===== src/hdl/cfd_pkg.sv =====
// ----------------------------------------------------------------------------
// cfd_pkg
// Shared types, codes and constants of the command frame decoder.
// ----------------------------------------------------------------------------
package cfd_pkg;

  // frame layout bytes
  localparam logic [7:0] HdrByte  = 8'hAA;
  localparam logic [7:0] TypeGain = 8'h02;
  localparam logic [7:0] TypeDir  = 8'h03;

  // frame kind codes as reported on the result side
  localparam logic [1:0] KIND_NONE  = 2'd0;
  localparam logic [1:0] KIND_GAIN  = 2'd1;
  localparam logic [1:0] KIND_DIR   = 2'd2;
  localparam logic [1:0] KIND_OTHER = 2'd3;

  // gain update subcommands
  localparam logic [7:0] SUB_GAIN_P     = 8'h01;
  localparam logic [7:0] SUB_GAIN_I     = 8'h02;
  localparam logic [7:0] SUB_GAIN_D     = 8'h03;
  localparam logic [7:0] SUB_GAIN_WHEEL = 8'h04;
  localparam logic [7:0] SUB_GAIN_SCALE = 8'h05;

  // direction subcommands
  localparam logic [7:0] SUB_DIR_HALT     = 8'h00;
  localparam logic [7:0] SUB_DIR_BACK     = 8'h01;
  localparam logic [7:0] SUB_DIR_FWD      = 8'h02;
  localparam logic [7:0] SUB_DIR_LEFT     = 8'h03;
  localparam logic [7:0] SUB_DIR_RIGHT    = 8'h04;
  localparam logic [7:0] SUB_DIR_TRIM_UP  = 8'h05;
  localparam logic [7:0] SUB_DIR_TRIM_DN  = 8'h06;
  localparam logic [7:0] SUB_DIR_START    = 8'h07;
  localparam logic [7:0] SUB_DIR_STOP     = 8'h08;

  // trim saturation limits
  localparam logic signed [15:0] TrimMax = 16'sh7FFF;
  localparam logic signed [15:0] TrimMin = 16'sh8000;

  // floor(x / 100) for any 32-bit x is (x * RecipHundred) >> RecipShift
  localparam logic [31:0] RecipHundred = 32'h51EB_851F;
  localparam int unsigned RecipShift   = 37;

  // queue depth on both sides of the back end
  localparam int unsigned QueueDepth = 2;
  localparam int unsigned QueuePtrW  = $clog2(QueueDepth);
  localparam int unsigned QueueCntW  = $clog2(QueueDepth + 1);

  // classified frame handed from front to back
  typedef struct packed {
    logic        ok;
    logic [1:0]  kind;
    logic [7:0]  sub;
    logic [15:0] value;
  } cmd_t;

  // architectural state reported with every result
  typedef struct packed {
    logic signed [8:0]  speed;
    logic signed [8:0]  turn;
    logic signed [15:0] trim;
    logic [25:0]        gain_p;
    logic [25:0]        gain_i;
    logic [25:0]        gain_d;
    logic [15:0]        wheel_gain;
    logic [15:0]        gain_scale;
    logic               running;
  } state_t;

  typedef struct packed {
    logic       ok;
    logic [1:0] kind;
    state_t     state;
  } result_t;

  localparam state_t StateReset = '{
    speed:      9'sd0,
    turn:       9'sd0,
    trim:       16'sd0,
    gain_p:     26'd4000,
    gain_i:     26'd500,
    gain_d:     26'd40,
    wheel_gain: 16'd1500,
    gain_scale: 16'd100,
    running:    1'b0
  };

endpackage


===== src/hdl/cfd_front.sv =====
// ----------------------------------------------------------------------------
// cfd_front
// Byte window, header and check match, frame classification and the short
// command queue towards the back end.
// ----------------------------------------------------------------------------
module cfd_front (
  input  logic              clk_i,
  input  logic              rst_ni,
  input  logic              push,
  output logic              full,
  input  logic [7:0]        rx_byte_i,
  output logic              cmd_valid_o,
  output cfd_pkg::cmd_t     cmd_o,
  input  logic              cmd_pop_i
);

  logic [7:0] win_q [5];
  logic       cmd_push;
  logic       match;
  cfd_pkg::cmd_t cmd_new;

  cfd_pkg::cmd_t                   cmd_mem [cfd_pkg::QueueDepth];
  logic [cfd_pkg::QueuePtrW-1:0]   wr_ptr_q, rd_ptr_q;
  logic [cfd_pkg::QueueCntW-1:0]   cnt_q, cnt_d;

  assign full     = (cnt_q == cfd_pkg::QueueCntW'(cfd_pkg::QueueDepth));
  assign cmd_push = push && !full;

  // header and check byte match against the incoming byte
  assign match = (win_q[4] == cfd_pkg::HdrByte) &&
                 ((win_q[0] ^ win_q[1] ^ win_q[2]) == rx_byte_i);

  // classify the window
  always_comb begin
    cmd_new.ok    = match;
    cmd_new.sub   = win_q[2];
    cmd_new.value = {win_q[1], win_q[0]};
    if (!match) begin
      cmd_new.kind = cfd_pkg::KIND_NONE;
    end else if (win_q[3] == cfd_pkg::TypeGain) begin
      cmd_new.kind = cfd_pkg::KIND_GAIN;
    end else if (win_q[3] == cfd_pkg::TypeDir) begin
      cmd_new.kind = cfd_pkg::KIND_DIR;
    end else begin
      cmd_new.kind = cfd_pkg::KIND_OTHER;
    end
  end

  // window shift on every transfer
  always_ff @(posedge clk_i or negedge rst_ni) begin
    if (!rst_ni) begin
      for (int i = 0; i < 5; i++) win_q[i] <= 8'h00;
    end else if (cmd_push) begin
      win_q[0] <= rx_byte_i;
      for (int i = 1; i < 5; i++) win_q[i] <= win_q[i-1];
    end
  end

  // command queue storage
  always_ff @(posedge clk_i) begin
    if (cmd_push) begin
      cmd_mem[wr_ptr_q] <= cmd_new;
    end
  end

  // queue occupancy
  always_comb begin
    cnt_d = cnt_q;
    if (cmd_push && !cmd_pop_i) begin
      cnt_d = cnt_q + 1'b1;
    end else if (!cmd_push && cmd_pop_i) begin
      cnt_d = cnt_q - 1'b1;
    end
  end

  // queue pointers
  always_ff @(posedge clk_i or negedge rst_ni) begin
    if (!rst_ni) begin
      wr_ptr_q <= '0;
      rd_ptr_q <= '0;
      cnt_q    <= '0;
    end else begin
      cnt_q <= cnt_d;
      if (cmd_push)  wr_ptr_q <= wr_ptr_q + 1'b1;
      if (cmd_pop_i) rd_ptr_q <= rd_ptr_q + 1'b1;
    end
  end

  assign cmd_valid_o = (cnt_q != '0);
  assign cmd_o       = cmd_mem[rd_ptr_q];

  // checks
  a_cnt_range: assert property (@(posedge clk_i) disable iff (!rst_ni)
    cnt_q <= cfd_pkg::QueueCntW'(cfd_pkg::QueueDepth))
    else $error("command queue overfilled");

  a_window_shift: assert property (@(posedge clk_i) disable iff (!rst_ni)
    cmd_push |=> (win_q[0] == $past(rx_byte_i)))
    else $error("window did not take the transferred byte");

  a_ok_kind: assert property (@(posedge clk_i) disable iff (!rst_ni)
    cmd_push |-> (cmd_new.ok == (cmd_new.kind != cfd_pkg::KIND_NONE)))
    else $error("frame kind disagrees with match flag");

  a_pop_nonempty: assert property (@(posedge clk_i) disable iff (!rst_ni)
    cmd_pop_i |-> cmd_valid_o)
    else $error("command queue popped while empty");

endmodule


===== src/hdl/cfd_back.sv =====
// ----------------------------------------------------------------------------
// cfd_back
// Executes classified frames in two stages (gain product, then divide by
// one hundred and state update) and queues one state snapshot per byte.
// ----------------------------------------------------------------------------
module cfd_back (
  input  logic              clk_i,
  input  logic              rst_ni,
  input  logic              cmd_valid_i,
  input  cfd_pkg::cmd_t     cmd_i,
  output logic              cmd_pop_o,
  output logic              empty,
  input  logic              pop,
  output cfd_pkg::result_t  result_o
);

  logic          advance;
  logic          res_push, res_pop;

  // scale as seen by commands entering the product stage
  logic [15:0]   scale_fwd_q;

  // product stage registers
  logic          b_valid_q;
  cfd_pkg::cmd_t b_cmd_q;
  logic [31:0]   b_prod_q;

  // state and its update
  cfd_pkg::state_t st_q, st_d;
  logic [63:0]     recip_prod;
  logic [25:0]     quot;

  // result queue
  cfd_pkg::result_t                res_mem [cfd_pkg::QueueDepth];
  logic [cfd_pkg::QueuePtrW-1:0]   wr_ptr_q, rd_ptr_q;
  logic [cfd_pkg::QueueCntW-1:0]   cnt_q, cnt_d;

  assign advance   = (cnt_q != cfd_pkg::QueueCntW'(cfd_pkg::QueueDepth));
  assign cmd_pop_o = advance && cmd_valid_i;
  assign res_push  = advance && b_valid_q;
  assign res_pop   = pop && !empty;

  // product stage: scale times value, scale updates take effect here
  always_ff @(posedge clk_i or negedge rst_ni) begin
    if (!rst_ni) begin
      b_valid_q   <= 1'b0;
      scale_fwd_q <= cfd_pkg::StateReset.gain_scale;
    end else if (advance) begin
      b_valid_q <= cmd_valid_i;
      if (cmd_valid_i && cmd_i.kind == cfd_pkg::KIND_GAIN &&
          cmd_i.sub == cfd_pkg::SUB_GAIN_SCALE) begin
        scale_fwd_q <= cmd_i.value;
      end
    end
  end

  always_ff @(posedge clk_i) begin
    if (cmd_pop_o) begin
      b_cmd_q  <= cmd_i;
      b_prod_q <= {16'h0000, scale_fwd_q} * {16'h0000, cmd_i.value};
    end
  end

  // divide by one hundred through the reciprocal
  assign recip_prod = {32'h0, b_prod_q} * {32'h0, cfd_pkg::RecipHundred};
  assign quot       = recip_prod[cfd_pkg::RecipShift +: 26];

  // state update
  always_comb begin
    st_d = st_q;
    if (b_cmd_q.kind == cfd_pkg::KIND_GAIN) begin
      unique case (b_cmd_q.sub)
        cfd_pkg::SUB_GAIN_P:     st_d.gain_p     = quot;
        cfd_pkg::SUB_GAIN_I:     st_d.gain_i     = quot;
        cfd_pkg::SUB_GAIN_D:     st_d.gain_d     = quot;
        cfd_pkg::SUB_GAIN_WHEEL: st_d.wheel_gain = b_cmd_q.value;
        cfd_pkg::SUB_GAIN_SCALE: st_d.gain_scale = b_cmd_q.value;
        default: ;
      endcase
    end else if (b_cmd_q.kind == cfd_pkg::KIND_DIR) begin
      unique case (b_cmd_q.sub)
        cfd_pkg::SUB_DIR_HALT: begin
          st_d.speed = 9'sd0;
          st_d.turn  = 9'sd0;
        end
        cfd_pkg::SUB_DIR_BACK:  st_d.speed = -$signed({1'b0, b_cmd_q.value[7:0]});
        cfd_pkg::SUB_DIR_FWD:   st_d.speed = $signed({1'b0, b_cmd_q.value[7:0]});
        cfd_pkg::SUB_DIR_LEFT:  st_d.turn  = $signed({1'b0, b_cmd_q.value[7:0]});
        cfd_pkg::SUB_DIR_RIGHT: st_d.turn  = -$signed({1'b0, b_cmd_q.value[7:0]});
        cfd_pkg::SUB_DIR_TRIM_UP: begin
          if (st_q.trim != cfd_pkg::TrimMax) st_d.trim = st_q.trim + 16'sd1;
        end
        cfd_pkg::SUB_DIR_TRIM_DN: begin
          if (st_q.trim != cfd_pkg::TrimMin) st_d.trim = st_q.trim - 16'sd1;
        end
        cfd_pkg::SUB_DIR_START: begin
          st_d.running = 1'b1;
          st_d.speed   = 9'sd0;
          st_d.turn    = 9'sd0;
        end
        cfd_pkg::SUB_DIR_STOP: begin
          st_d.running = 1'b0;
          st_d.speed   = 9'sd0;
          st_d.turn    = 9'sd0;
        end
        default: ;
      endcase
    end
  end

  always_ff @(posedge clk_i or negedge rst_ni) begin
    if (!rst_ni) begin
      st_q <= cfd_pkg::StateReset;
    end else if (res_push) begin
      st_q <= st_d;
    end
  end

  // result queue storage, one snapshot per byte
  always_ff @(posedge clk_i) begin
    if (res_push) begin
      res_mem[wr_ptr_q] <= '{ok: b_cmd_q.ok, kind: b_cmd_q.kind, state: st_d};
    end
  end

  always_comb begin
    cnt_d = cnt_q;
    if (res_push && !res_pop) begin
      cnt_d = cnt_q + 1'b1;
    end else if (!res_push && res_pop) begin
      cnt_d = cnt_q - 1'b1;
    end
  end

  always_ff @(posedge clk_i or negedge rst_ni) begin
    if (!rst_ni) begin
      wr_ptr_q <= '0;
      rd_ptr_q <= '0;
      cnt_q    <= '0;
    end else begin
      cnt_q <= cnt_d;
      if (res_push) wr_ptr_q <= wr_ptr_q + 1'b1;
      if (res_pop)  rd_ptr_q <= rd_ptr_q + 1'b1;
    end
  end

  assign empty    = (cnt_q == '0);
  assign result_o = res_mem[rd_ptr_q];

  // checks
  a_cnt_range: assert property (@(posedge clk_i) disable iff (!rst_ni)
    cnt_q <= cfd_pkg::QueueCntW'(cfd_pkg::QueueDepth))
    else $error("result queue overfilled");

  a_scale_sync: assert property (@(posedge clk_i) disable iff (!rst_ni)
    !b_valid_q |-> (scale_fwd_q == st_q.gain_scale))
    else $error("forwarded scale out of step with state");

  a_stall_hold: assert property (@(posedge clk_i) disable iff (!rst_ni)
    !advance |=> ($stable(b_valid_q) && $stable(b_prod_q) && $stable(st_q)))
    else $error("product stage moved during a stall");

endmodule


===== src/hdl/command_frame_decoder_unit.sv =====
// ----------------------------------------------------------------------------
// command_frame_decoder_unit
// Serial command frame decoder: slides a six-byte window over received
// bytes, checks header and XOR, and applies gain and direction commands.
//
//   channel  | direction | handshake          | payload
//   ---------+-----------+--------------------+---------------------------
//   bytes    | in        | push / full        | rx_byte_i
//   results  | out       | empty / pop        | frame_ok_o .. running_o
//
// One byte per cycle while full stays low; each byte gives exactly one
// result. A byte transfer writes the command queue, the product stage
// (scale times value) then registers the command, and the divide-by-100
// and state update write the result queue from the product stage.
// Two-entry queues sit before and after the execute stages; when the
// result queue is full the execute stages hold and full rises once the
// command queue fills. Reset restores the window and the default gains.
// ----------------------------------------------------------------------------
module command_frame_decoder_unit (
  input  logic               clk_i,
  input  logic               rst_ni,
  input  logic               push,
  output logic               full,
  input  logic [7:0]         rx_byte_i,
  output logic               empty,
  input  logic               pop,
  output logic               frame_ok_o,
  output logic [1:0]         frame_kind_o,
  output logic signed [8:0]  speed_demand_o,
  output logic signed [8:0]  turn_demand_o,
  output logic signed [15:0] trim_tenths_o,
  output logic [25:0]        gain_p_o,
  output logic [25:0]        gain_i_o,
  output logic [25:0]        gain_d_o,
  output logic [15:0]        wheel_gain_o,
  output logic [15:0]        gain_scale_o,
  output logic               running_o
);

  logic             cmd_valid;
  logic             cmd_pop;
  cfd_pkg::cmd_t    cmd;
  cfd_pkg::result_t result;

  // front end: window and classification
  cfd_front u_front (
    .clk_i       (clk_i),
    .rst_ni      (rst_ni),
    .push        (push),
    .full        (full),
    .rx_byte_i   (rx_byte_i),
    .cmd_valid_o (cmd_valid),
    .cmd_o       (cmd),
    .cmd_pop_i   (cmd_pop)
  );

  // back end: execution and result queue
  cfd_back u_back (
    .clk_i       (clk_i),
    .rst_ni      (rst_ni),
    .cmd_valid_i (cmd_valid),
    .cmd_i       (cmd),
    .cmd_pop_o   (cmd_pop),
    .empty       (empty),
    .pop         (pop),
    .result_o    (result)
  );

  // result fields
  assign frame_ok_o     = result.ok;
  assign frame_kind_o   = result.kind;
  assign speed_demand_o = result.state.speed;
  assign turn_demand_o  = result.state.turn;
  assign trim_tenths_o  = result.state.trim;
  assign gain_p_o       = result.state.gain_p;
  assign gain_i_o       = result.state.gain_i;
  assign gain_d_o       = result.state.gain_d;
  assign wheel_gain_o   = result.state.wheel_gain;
  assign gain_scale_o   = result.state.gain_scale;
  assign running_o      = result.state.running;

endmodule


===== config.mk =====
export PLATFORM = sky130hd
export DESIGN_NAME = command_frame_decoder_unit
export DESIGN_NICKNAME = d
export VERILOG_FILES = /design/src/hdl/cfd_pkg.sv /design/src/hdl/cfd_front.sv /design/src/hdl/cfd_back.sv /design/src/hdl/command_frame_decoder_unit.sv
export SDC_FILE = /design/constraint.sdc
export NUM_CORES = 2
export LEC_CHECK = 0
export BUFFER_PORTS_ARGS = -buffer_cell sky130_fd_sc_hd__buf_2
export CAP_MARGIN = 20
export CORE_ASPECT_RATIO = 1.4
export CORE_MARGIN = 2
export CORE_UTILIZATION = 52
export CTS_BUF_LIST = sky130_fd_sc_hd__clkbuf_8
export DETAILED_ROUTE_END_ITERATION = 8
export PLACE_DENSITY = 0.69
export SYNTH_ARGS = -nofsm -noshare
export SYNTH_HDL_FRONTEND = slang
export SYNTH_SLANG_ARGS = --single-unit
export TNS_END_PERCENT = 100

===== constraint.sdc =====
create_clock -name clk_i -period 17.95 [get_ports clk_i]
set_input_delay 0.8975 -clock clk_i [delete_from_list [all_inputs] [get_ports clk_i]]
set_output_delay 0.8975 -clock clk_i [all_outputs]
set_load 0.02 [all_outputs]

==> summary.md <==
| Metric | Value |
|---|---|
| Clk Latency, worst-skew pair | 800 ps |
| Worst EP arrival | 8680 ps |
| IO buf count | 161 |
| CTS Hold Bufs | 0 |
| Clk buf depth | 3 |
| Critical Path Sink Type | register |
| Post-CTS setup buffers | 0 |
| Syn Inst Count | 4609 |
| Total CTS buffers | 93 |
| Root Buffer | clkbuf_8 |
| Layout Cells excl Fill | 6131 |
| Row count | 135 |
| Detailed-route DRC error count | 0 |
| Fmax | 122 MHz |
| Hpwl dp | 99.3 mm |
| GRT Total Usage | 26.2% |
| First-pass detailed-route iteration total | 8 |
| Final setup violating endpoints | 0 |
| Htree depth | 3 |
| Placed cells | 5952 |
| Hold_ws | 140 ps |
| Syn_nets | 5706 |
| First-pass GRT wire length | 199 mm |
| Clock Sinks | 619 |
| I/O Pins | 162 |
| Tmin final | 8230 ps |
| Status | finished clean |
| Final Hold Vio Count | 0 |
| Type of the worst setup path | register to register |
| CTS tree | yes |
| Layout Nets | 5844 |
| Height of the die | 373 µm |
| Initial Util | 52.4% |
| FF-to-FF setup slack | 9720 ps |
| Synth top area share | 24.2% |
| Initial DRC count | 2364 |
| Largest net degree at the start of global routing | 104 |
| Min-Delay Path Class | primary input to asynchronous set/reset pin |
| Die footprint | 0.100 mm² |
| Yosys warns | 0 |
| Vias | 33300 |
| Setup TNS Final | 0 ps |
| Clk slew on worst S/H paths | 70 ps |
| FFs w/ async S/R, synth | 33.9% |
| Area leader, netlist | edfxtp_1 |
| Vias in the first global route | 34900 |
| Vias/cell | 5.43 |
| Post-route clock skew | 62.7 ps |
| Initial antenna violation count | 2 |
| Yosys reg bits | 619 |
| Max Cap Viol | 0 |
| Die width | 268 µm |
| Fin crit share | 45.8% |
| Layout area overhead | 8.01% |
| Core area | 0.0966 mm² |
| Unique masters post-synth | 91 |
| Synth Flop Type | edfxtp_1 |
| DRT antenna net count | 0 |
| Post-CTS resize count | 0 |
| Slew Limit Fails | 0 |
| Gpl congestion | 1.00 |
| Worst setup SP type | register |
| DR WL/cell | 20.9 µm |
| Syn_area_per_cell | 11.0 µm² |
| Sequential area share after synthesis | 34.7% |
| Share of layout cells above drive strength 1 | 12.6% |
| Worst Max-Slew Pin Slew | 1090 ps |
| RSZ-0062 raised after global routing | false |
| Worst Setup SP | u_back.b_prod_q[13]$_DFFE_PP_ |
| GRT Residual Overflow | 0 |
| Mapped cell area | 0.0506 mm² |
| Final wirelength | 128 mm |
| Reg-to-reg startpoint | u_back.b_prod_q[13]$_DFFE_PP_ |
| Max_slew headroom | 26.9% |
| Number of flops mapped to enable cells by yosys | 409 |
| Crit Path Max Fanout | 10 |
| Worst Path Required | 18400 ps |
| Largest cells by area after synthesis | edfxtp_1, fa_1, ha_1, dfrtp_1, inv_1 |
[path summary, 6_finish.rpt]
path                                                         end  cells after the start
worst min-delay path             u_front.cmd_new[12]$_DFFE_PN0P_                      1
worst max-delay path            u_back.res_mem[1][108]$_DFFE_PP_                     22
max in group asynchronous            u_back.st_q[73]$_DFFE_PN0P_                      3
worst min register to register       u_back.st_q[21]$_DFFE_PN1P_                      2
min in group clk_i                u_front.cmd_new[2]$_DFFE_PN0P_                      3
worst max register to register  u_back.res_mem[1][108]$_DFFE_PP_                     22
[through the flow]
stage / cell area, µm² / utilization, % / setup slack (ps)
5_1_grt: 54700 / 56.6 / 9240
2_1_floorplan: 50600 / - / 10250
6_report: 54700 / 56.6 / 9720
3_3_place_gp: 52700 / 54.6 / 9910
3_5_place_dp: 52800 / 54.6 / 9810
4_1_cts: 54700 / 56.6 / 9790
[logic make-up (layout without fill, tap and decap cells)]
| kind of cell | count (synthesis) | after routing | synth area share, % |
|---|---|---|---|
| xor gates and xnor gates | 99 | 99 | 1.71 |
| muxes | 237 | 237 | 5.25 |
| and+or+nand+nor | 1038 | 1038 | 9.06 |
| buffers and inverters | 1002 | 1220 | 7.48 |
| AOI/OAI and AO/OA | 528 | 528 | 6.35 |
| DFF | 619 | 619 | 34.7 |
| other | 0 | 3 | 0 |
| adders and majority gates | 1086 | 1086 | 35.5 |
[flip-flops by register name, summed over array words and instances (netlist names)]
signal,flops
u_back.b_prod_q,32
u_back.st_q,145
u_front.cmd_mem,54
u_back.scale_fwd_q,16
u_front.wr_ptr_q,1
u_back.b_cmd_q,27
u_back.b_valid_q,1
u_front.rd_ptr_q,1
u_back.wr_ptr_q,1
u_back.rd_ptr_q,1
u_front.cmd_new,24
u_front.win_q,16
u_back.res_mem,296
u_front.cnt_q,2
u_back.cnt_q,2
[layer usage]
metal  up-vias  share of wire, %  GRT usage, %
li1      15300                 -             -
met1     16800                39          31.7
met2       960                51          45.9
met3       298               4.8          4.12
met4         0               4.6          11.7
met5         -                 0             0
[synthesized netlist by cell type (17+ instances only)]
cell type	instances
xor2_1	30
clkbuf_1	110
o21ai_0	223
nand2_1	699
nand3_1	41
nor2_1	67
a21o_1	48
edfxtp_1	409
fa_1	583
o21ai_1	19
a21oi_1	102
nor3_1	29
inv_1	861
dfrtp_1	183
buf_1	17
xnor2_1	69
mux2_2	229
dfstp_2	27
and2_1	100
ha_1	502
[final cells by class]
type | count | area [µm²]
fill | 8376 | 41900
multi-input combinational | 2988 | 29300
sequential | 619 | 17600
inverter | 862 | 3240
tap | 1301 | 1630
clock buffer | 99 | 1360
timing repair buffer | 183 | 1010
clock inverter | 76 | 558
antenna | 3 | 7.51
[cells in the final DEF (no fill, tap or decap), drive strengths merged, types with 5 or more instances in the layout]
cell / n
a21oi: 103
o21ai: 243
nand4: 17
clkbuf: 99
edfxtp: 409
ha: 502
a221oi: 8
nor4: 9
bufinv: 6
nor2: 69
and3: 15
dfrtp: 183
xor2: 30
mux2i: 8
fa: 583
dfstp: 27
clkinv: 31
o31ai: 9
o21a: 11
nand2b: 9
a31oi: 14
o211ai: 9
a21o: 49
or3: 10
a22oi: 11
nor3: 31
mux2: 229
o21bai: 11
nand3: 42
inv: 896
clkinvlp: 5
and2: 100
a22o: 10
xnor2: 69
nand2: 700
buf: 183
nor2b: 15
[worst max-delay path, stage by stage, from the launching register on]
cell	delay, ps
edfxtp_1	720
ha_1	360
inv_1	190
fa_1	440
inv_1	100
fa_1	450
fa_1	560
fa_1	440
fa_1	460
fa_1	500
inv_1	60
fa_1	500
inv_1	40
ha_1	370
nand4_2	210
nor4_1	700
nand4b_1	160
o22ai_1	340
o21ai_0	140
and3_1	290
o21ai_1	190
mux2i_1	440
o21ai_0	200
Power is left out: the tool's default activity adds up to more than one toggle a clock period on the data nets, which glitch-free logic cannot reach.
